**src/tmpm_pkg.sv**
```systemverilog
// Shared types and constants for the trie multi-pattern matcher.
`default_nettype none
package tmpm_pkg;

   localparam int TRIE_NODES      = 1024;
   localparam int MAX_PATTERN_LEN = 16;
   localparam int ALPHABET        = 4;
   localparam int NODE_W          = $clog2(TRIE_NODES);
   localparam int COUNT_W         = NODE_W + 1;
   localparam int DEPTH_W         = $clog2(MAX_PATTERN_LEN + 1);
   localparam int WIN_IDX_W       = (MAX_PATTERN_LEN > 1) ? $clog2(MAX_PATTERN_LEN) : 1;
   localparam int POS_W           = 24;
   localparam int SYM_W           = 2;
   localparam int QUEUE_DEPTH     = 4;
   localparam int QPTR_W          = $clog2(QUEUE_DEPTH);

   localparam logic [1:0] CMD_PATTERN = 2'd0;
   localparam logic [1:0] CMD_TEXT    = 2'd1;
   localparam logic [1:0] CMD_CLEAR   = 2'd2;

   typedef enum logic [1:0] {
      OP_PATTERN,
      OP_TEXT,
      OP_CLEAR
   } op_type;

   typedef struct packed {
      logic [1:0]       command;
      logic [SYM_W-1:0] symbol;
      logic             final_symbol;
   } req_type;

   typedef struct packed {
      logic [POS_W-1:0] position;
      logic             matched;
      logic             run_last;
      logic             overflow;
   } rsp_type;

   typedef struct packed {
      op_type           op;
      logic [SYM_W-1:0] symbol;
      logic             fin;
   } job_type;

   typedef struct packed {
      logic                             end_mark;
      logic [ALPHABET-1:0][NODE_W-1:0]  child;
   } row_type;

   typedef enum logic [3:0] {
      S_INIT,
      S_IDLE,
      S_PCHK,
      S_PZERO,
      S_PFIN,
      S_PMARK,
      S_TSEL,
      S_WCHK,
      S_ADV,
      S_CLOSE
   } state_type;

endpackage
`default_nettype wire

```
**src/tmpm_front.sv**
```systemverilog
// Front end: accepts request beats, classifies them and queues jobs for the engine.
`default_nettype none
module tmpm_front
   import tmpm_pkg::*;
(
   input  wire logic    clock,
   input  wire logic    reset,
   input  wire logic    req_valid,
   output logic         req_ready,
   input  wire req_type req_data,
   output logic         job_valid,
   output job_type      job_data,
   input  wire logic    job_pop
);

   job_type               queue_ff [QUEUE_DEPTH];
   logic [QPTR_W-1:0]     wr_ptr_ff, wr_ptr_in;
   logic [QPTR_W-1:0]     rd_ptr_ff, rd_ptr_in;
   logic [QPTR_W:0]       count_ff, count_in;
   logic                  push;
   logic                  take;
   job_type               job_new;

   assign req_ready = (count_ff != (QPTR_W+1)'(QUEUE_DEPTH));
   assign take      = req_valid && req_ready;

   always_comb begin
      job_new.symbol = req_data.symbol;
      job_new.fin    = req_data.final_symbol;
      push           = take;
      case (req_data.command)
         CMD_PATTERN: job_new.op = OP_PATTERN;
         CMD_TEXT:    job_new.op = OP_TEXT;
         CMD_CLEAR:   job_new.op = OP_CLEAR;
         default: begin
            // unused command: accept the beat and drop it
            job_new.op = OP_CLEAR;
            push       = 1'b0;
         end
      endcase
   end

   assign job_valid = (count_ff != '0);
   assign job_data  = queue_ff[rd_ptr_ff];

   always_comb begin
      wr_ptr_in = push ? wr_ptr_ff + 1'b1 : wr_ptr_ff;
      rd_ptr_in = job_pop ? rd_ptr_ff + 1'b1 : rd_ptr_ff;
      count_in  = count_ff;
      if (push && !job_pop) begin
         count_in = count_ff + 1'b1;
      end else if (!push && job_pop) begin
         count_in = count_ff - 1'b1;
      end
   end

   always_ff @(posedge clock) begin
      if (reset) begin
         wr_ptr_ff <= '0;
         rd_ptr_ff <= '0;
         count_ff  <= '0;
      end else begin
         wr_ptr_ff <= wr_ptr_in;
         rd_ptr_ff <= rd_ptr_in;
         count_ff  <= count_in;
      end
   end

   always_ff @(posedge clock) begin
      if (push) begin
         queue_ff[wr_ptr_ff] <= job_new;
      end
   end

endmodule
`default_nettype wire

```
**config.mk**
```make
export PLATFORM = sky130hd
export DESIGN_NAME = tmpm_front
export DESIGN_NICKNAME = d
export VERILOG_FILES = /design/src/tmpm_pkg.sv /design/src/tmpm_front.sv
export SDC_FILE = /design/constraint.sdc
export NUM_CORES = 1
export LEC_CHECK = 0
export BUFFER_PORTS_ARGS = -buffer_cell sky130_fd_sc_hd__buf_4
export CAP_MARGIN = 20
export CORE_MARGIN = 2
export CORE_UTILIZATION = 30
export DETAILED_ROUTE_END_ITERATION = 6
export SLEW_MARGIN = 20
export SYNTH_ARGS = -nofsm -noshare
export SYNTH_HDL_FRONTEND = slang
export SYNTH_SLANG_ARGS = --single-unit
```
**constraint.sdc**
```tcl
create_clock -name clock -period 4.1 [get_ports clock]
set_input_delay 0.41 -clock clock [delete_from_list [all_inputs] [get_ports clock]]
set_output_delay 0.41 -clock clock [all_outputs]
set_load 0.005 [all_outputs]
```
==> impl_metrics.tcl, run 1 <==
set metrics [dict create \
    run_status "completed" \
    worstSkewPairLatency_ns 0.28 \
    hold_path_end "queue_ff[0][2]$_DFFE_PP_" \
    worst-path-max-fanout 7 \
    dominant_combinational_cell_family_by_area_after_synthesis "multiplexers" \
    route.detailed.vias_per_inst 4.44 \
    gr_overflow_total 0 \
    max_slew_margin_pct 74.8 \
    cp-end-kind "flip-flop" \
    slowest_stage "sky130_fd_sc_hd__dfxtp_1" \
    detail_route.wirelength_mm 1.97 \
    detail-route-antenna-nets 0 \
    via_count_of_the_first_global_routing_pass 670 \
    core.rowCount 23 \
    max_clock_freq_mhz 443 \
    syn-mean-instance-area_um2 15.8 \
    max_cap_violations 0 \
    r2r_endpoint "count_ff[2]$_SDFFE_PP0P_" \
    post_cts_hold_buffer_count 0 \
    worst_r2r_startpoint "count_ff[0]$_SDFFE_PP0P_" \
    power_per_cell_area_mw_per_mm2 485 \
    synth_area_mm2 0.00122 \
    layout_worst_path_cycle_share_pct 55.1 \
    timing.critical_path.arrival_ns 2.47 \
    timing.final.hold_violations 0 \
    timing.hold.worst_path_depth 1 \
    drive_above_1_share_pct 35.1 \
    drc 0 \
    postCtsSetupBuffers 0 \
    boundaryPins 16 \
    timing.clock.skew_ns 0.00618 \
    time_the_final_worst_path_needs_with_i_o_delays_and_setup_ns 2.26 \
    ir_drop_uv 178 \
    area_of_all_placed_cells_without_fillers_mm2 0.00146 \
    proportion_of_register_bits_with_asynchronous_set_or_reset_after_synthesis_pct 0 \
    dp_worst_setup_slack_ns 1.74 \
    ys_warn_count 0 \
    grt_pass1_wl_mm 3.23 \
    p_leak_nw 0.548 \
    ys_seq_area_share_pct 64.2 \
    muxShareOfSynthArea_pct 12.1 \
    area.growth.synth_to_final_pct 20.1 \
    clock-root-buffer "sky130_fd_sc_hd__clkbuf_8" \
    routabilityCongestion 0.724 \
    xor_xnor_share_of_the_synthesized_area_pct 2.88 \
    cp_slowest_stage_delay_ns 0.42 \
    detail_route.wl_per_cell_um 13.4 \
    cts.htree.levels 2 \
    nNetsFinal 111 \
    drt_pass1_iterations 4 \
    ys.flop_type "sky130_fd_sc_hd__edfxtp_1" \
    final_report_max_slew_violation_count 0 \
    antenna_cells 0 \
    postLayoutSetupSlackWorst_ns 1.84 \
    coreArea_mm2 0.00394 \
    cts_tree "built" \
    synth_area_leader_cell "sky130_fd_sc_hd__edfxtp_1" \
    clk_pin_slew_ns 0.06 \
    yosysUniqueCellTypes 23 \
    cts.sink_count 29 \
    number_of_antenna_violations_at_the_first_check_in_global_routing 0 \
    post_synth_fa_ha_maj_area_fraction_pct 6.79 \
    grt_setup_unrepaired "false" \
    path_class "reg2reg" \
    synthTopCellsByArea "sky130_fd_sc_hd__edfxtp_1 49%, sky130_fd_sc_hd__dfxtp_1 15%, sky130_fd_sc_hd__mux4_2 9.3%" \
    worst_setup_path_start_kind "flip-flop" \
    post_synth_inst_count 77 \
    numCtsBuffers 5 \
    setup_tns_ns 0 \
    synth_compound_gate_area_share_pct 2.98 \
    grt_max_degree 11 \
    drt_iter0_markers 22 \
    timing_worst_slew_pin_value_ns 0.378 \
    count_of_vias_placed_by_the_detailed_router 653 \
    rrSetupSlack_ns 1.84 \
    hold_path.startpoint "req_data[2]" \
    timing.final.setup_violations 0 \
    yosys.area_share.simple_pct 8.44 \
    clockBufferDepth 2 \
    crit_required_ns 4.31 \
    globalRouteTotalUtil_pct 10.4 \
    die_area_mm2 0.00458 \
    worst_hold_path_type "in2reg" \
    post_cts_resized 0 \
    place.port_buffers 15 \
    placedInstanceArea_mm2 0.00138 \
    reg2reg_depth 8 \
    synth_top_area_share_pct 49.4 \
    hold_slack_ns 0.337 \
    synth_seq_cells 29 \
    synth_enable_flop_cells 20 \
    initial_utilization_pct 30.8 \
    die-height_um 67.7 \
    syn_nets 92 \
    timing.critical_path.cells "nor2_2, a221oi_4, ha_1, inv_1, fa_1, xor2_1, or3_1, a21oi_1" \
    chipWidth_um 67.7 \
]
## synth_stat cells (all sizes together), types with 2 or more instances
cell     n
clkbuf   2
and2     4
nand2b   2
inv      5
ha       5
nor2     8
mux2i    2
xor2     3
nand2    2
dfxtp    9
or3      2
mux4     5
edfxtp  20
## flip-flops by register name, indices dropped and copies added, names as in the netlist, named ones only
| register | cells |
|---|---|
| count_ff | 3 |
| queue_ff | 20 |
| rd_ptr_ff | 2 |
| wr_ptr_ff | 2 |
## worst max path at each step
stage,startpoint,end,cells after the start
finish,count_ff[0]$_SDFFE_PP0P_,count_ff[2]$_SDFFE_PP0P_,8
global placement,req_data[4],count_ff[2]$_SDFFE_PP0P_,8
detailed placement,req_data[4],count_ff[2]$_SDFFE_PP0P_,8
CTS,count_ff[0]$_SDFFE_PP0P_,count_ff[2]$_SDFFE_PP0P_,8
floorplan,count_ff[0]$_SDFFE_PP0P_,count_ff[2]$_SDFFE_PP0P_,8
global route,count_ff[0]$_SDFFE_PP0P_,count_ff[2]$_SDFFE_PP0P_,8
## routing by layer
| layer | GRT usage [%] | wire (um) | vias to the layer above | part of all wire, % |
|---|---|---|---|---|
| li1 | - | - | 312 | - |
| met4 | 6.12 | 46 | 0 | 2.3 |
| met5 | 0 | 0 | - | 0 |
| met1 | 10.5 | 787 | 314 | 40 |
| met2 | 17.3 | 987 | 21 | 50 |
| met3 | 4.83 | 149 | 6 | 7.6 |
## stage by stage
step                instances  power (mW)  util, %
floorplan                  77       0.451        -
global placement          139       0.501     35.0
detailed placement        139       0.505     35.0
CTS                       147       0.721     37.0
global route              147       0.747     37.0
finish                    147       0.708     37.0
## logic make-up (layout without fill, tap and decap cells)
logic type               Yosys count  after routing
multiplexers                       8              8
XOR/XNOR                           4              4
AO/OA/AOI/OAI                      3              3
adder cells (fa/ha/maj)            6              6
flip-flops                        29             29
buffers and inverters              8             28
AND/OR/NAND/NOR                   19             19
## worst max-delay path: cells and delay by family (launching register included)
| kind | cells | cell delay (ns) |
|---|---|---|
| XOR/XNOR | 1 | 0.15 |
| flip-flops | 1 | 0.42 |
| buffers and inverters | 1 | 0.06 |
| adder cells (fa/ha/maj) | 2 | 0.64 |
| AO/OA/AOI/OAI | 2 | 0.53 |
| AND/OR/NAND/NOR | 2 | 0.39 |
## layout make-up
cell class / instances / area, um^2
tap: 50 / 62.6
clock buffer: 5 / 68.8
inverter: 5 / 18.8
clock inverter: 3 / 12.5
multi-input combinational: 40 / 404
sequential: 29 / 781
fill: 380 / 2480
timing repair buffer: 15 / 113
## placed cells by master (no fill, tap or decap), types with 2 or more instances in the layout
cell type	n
sky130_fd_sc_hd__nand2_1	2
sky130_fd_sc_hd__clkinv_1	2
sky130_fd_sc_hd__ha_1	5
sky130_fd_sc_hd__mux4_2	5
sky130_fd_sc_hd__nor2_1	7
sky130_fd_sc_hd__xor2_1	3
sky130_fd_sc_hd__buf_4	15
sky130_fd_sc_hd__clkbuf_8	5
sky130_fd_sc_hd__nand2b_1	2
sky130_fd_sc_hd__and2_2	4
sky130_fd_sc_hd__inv_1	5
sky130_fd_sc_hd__dfxtp_1	9
sky130_fd_sc_hd__mux2i_1	2
sky130_fd_sc_hd__edfxtp_1	20
## power by group
part           switching, mW  leakage, nW  internal, mW  total, mW
Clock                 0.0994       0.0430         0.114      0.213
Sequential            0.0240        0.257         0.342      0.366
Combinational         0.0562        0.248        0.0733      0.129
Total                  0.180        0.548         0.529      0.708
(Power assumes the default switching activity.)
==> run 2: changes to the inputs <==
clock period = 2.15 ns   (was 4.1 ns; I/O delays follow)
==> impl_metrics.tcl, run 2 (synthesis gave the netlist of run 1 again) <==
set metrics [dict create \
    run_status "completed" \
    finalPower_mw 1.48 \
    postCtsSetupBuffers 0 \
    numCtsBuffers 5 \
    clockBufferDepth 2 \
    timing.critical_path.arrival_ns 2.25 \
    number_of_antenna_violations_at_the_first_check_in_global_routing 0 \
    dp_worst_setup_slack_ns 0.106 \
    area.growth.synth_to_final_pct 22.7 \
    globalRouteTotalUtil_pct 9.90 \
    worst_hold_path_type "in2reg" \
    cts_tree "built" \
    reg2reg_depth 8 \
    grt_max_degree 11 \
    route.detailed.vias_per_inst 4.28 \
    timing.critical_path.cells "nor2_2, a221oi_4, ha_1, inv_1, fa_1, xor2_1, or3_1, a21oi_1" \
    filler_cell_count 369 \
    drc 0 \
    utilization_pct 37.9 \
    area_of_all_placed_cells_without_fillers_mm2 0.00149 \
    detail_route.wl_per_cell_um 12.5 \
    post_cts_resized 0 \
    registers.top_by_ff_count "queue_ff" \
    detail-route-antenna-nets 0 \
    detail_route.wirelength_mm 1.86 \
    count_of_vias_placed_by_the_detailed_router 633 \
    max_clock_freq_mhz 488 \
    drt_iter0_markers 24 \
    mostFrequentLayoutCells "20 x sky130_fd_sc_hd__edfxtp_1, 16 x sky130_fd_sc_hd__buf_4, 9 x sky130_fd_sc_hd__dfxtp_1" \
    critical-path-top-delay-family "adder cells" \
    max_slew_margin_pct 77.7 \
    path_buf_inv 1 \
    path_class "reg2reg" \
    rrSetupSlack_ns 0.10 \
    r2r_endpoint "count_ff[2]$_SDFFE_PP0P_" \
    cp-end-kind "flip-flop" \
    crit_required_ns 2.35 \
    routabilityCongestion 0.676 \
    clk_pin_slew_ns 0.06 \
    ir_drop_uv 718 \
    drive_above_1_share_pct 35.7 \
    hold_path.startpoint "req_data[2]" \
    grt_pass1_wl_mm 3.09 \
    worst_r2r_startpoint "count_ff[0]$_SDFFE_PP0P_" \
    post_cts_hold_buffer_count 0 \
    ff_latch_area_um2 781 \
    most_common_library_cell_in_the_layout_ignoring_fill_and_taps "sky130_fd_sc_hd__edfxtp_1" \
    hold_path_end "queue_ff[0][2]$_DFFE_PP_" \
    clock-root-buffer "sky130_fd_sc_hd__clkbuf_8" \
    grt_setup_unrepaired "false" \
    via_count_of_the_first_global_routing_pass 648 \
    worstSkewPairLatency_ns 0.27 \
    setup_tns_ns 0 \
    timing_worst_slew_pin_value_ns 0.334 \
    final_report_max_slew_violation_count 0 \
    coreArea_mm2 0.00394 \
    timing.hold.worst_path_depth 1 \
    multi_input_comb_area_um2 404 \
    core.rowCount 23 \
    gr_overflow_total 0 \
    largest_regs "queue_ff x20, count_ff x3" \
    postLayoutSetupSlackWorst_ns 0.100 \
    chipWidth_um 67.7 \
    timing.final.hold_violations 0 \
    die_area_mm2 0.00458 \
    antenna_cells 0 \
    drt_pass1_iterations 4 \
    power_per_cell_area_mw_per_mm2 993 \
    cts.htree.levels 2 \
    timing.clock.skew_ns 0.00435 \
    time_the_final_worst_path_needs_with_i_o_delays_and_setup_ns 2.05 \
    placedInstanceArea_mm2 0.00139 \
    cts.sink_count 29 \
    largest_register_ff_count 20 \
    slowest_stage "sky130_fd_sc_hd__dfxtp_1" \
    timing.final.setup_violations 0 \
    boundaryPins 16 \
    initial_utilization_pct 30.8 \
    layout_worst_path_cycle_share_pct 95.3 \
    nNetsFinal 112 \
    p_leak_nw 0.563 \
    cp_slowest_stage_delay_ns 0.41 \
    max_cap_violations 0 \
    place.port_buffers 15 \
    worst_setup_path_start_kind "flip-flop" \
    die-height_um 67.7 \
    worst-path-max-fanout 4 \
]
==> run 2: worst max path at each step <==
stage,startpoint,to,cells after the start
CTS,count_ff[1]$_SDFFE_PP0P_,count_ff[2]$_SDFFE_PP0P_,8
global route,count_ff[0]$_SDFFE_PP0P_,count_ff[2]$_SDFFE_PP0P_,8
global placement,count_ff[0]$_SDFFE_PP0P_,count_ff[2]$_SDFFE_PP0P_,8
detailed placement,count_ff[0]$_SDFFE_PP0P_,count_ff[2]$_SDFFE_PP0P_,8
floorplan,count_ff[0]$_SDFFE_PP0P_,count_ff[2]$_SDFFE_PP0P_,8
finish,count_ff[0]$_SDFFE_PP0P_,count_ff[2]$_SDFFE_PP0P_,8
==> run 2: final cells by class <==
cell class / instances / share of cell area, %
clock buffers: 6 / 4.86
clock inverters: 2 / 2.26
inverters: 5 / 1.26
multi-input cells: 40 / 27.1
flip-flops and latches: 29 / 52.3
well taps: 50 / 4.19
repair buffers: 16 / 8.05
==> run 2: metrics by stage <==
step | hold slack (ns) | instances
CTS | 0.139 | 148
finish | 0.141 | 148
detailed placement | 0.425 | 140
global route | 0.129 | 148
global placement | 0.417 | 140
floorplan | 0.314 | 77
==> run 2: worst register-to-register path, stage by stage (launching register included) <==
cell and delay (ns):
sky130_fd_sc_hd__dfxtp_1 0.41, sky130_fd_sc_hd__nor2_2 0.08, sky130_fd_sc_hd__a221oi_4 0.24, sky130_fd_sc_hd__ha_1 0.22, sky130_fd_sc_hd__inv_1 0.06, sky130_fd_sc_hd__fa_1 0.37
sky130_fd_sc_hd__xor2_1 0.16, sky130_fd_sc_hd__or3_1 0.30, sky130_fd_sc_hd__a21oi_1 0.13
==> run 2: metal layers <==
metal | global-route usage (%) | wire length [um] | up-vias | share of wire, %
li1 | - | - | 313 | -
met1 | 11.9 | 849 | 296 | 46
met2 | 14.5 | 840 | 20 | 45
met3 | 5.83 | 142 | 4 | 7.6
met4 | 3.83 | 25 | 0 | 1.3
met5 | 0 | 0 | - | 0
==> run 2: power by group <==
group	total [mW]	internal [mW]	switching, mW
logic	0.253	0.144	0.109
clock network	0.532	0.341	0.191
registers	0.697	0.652	0.0458
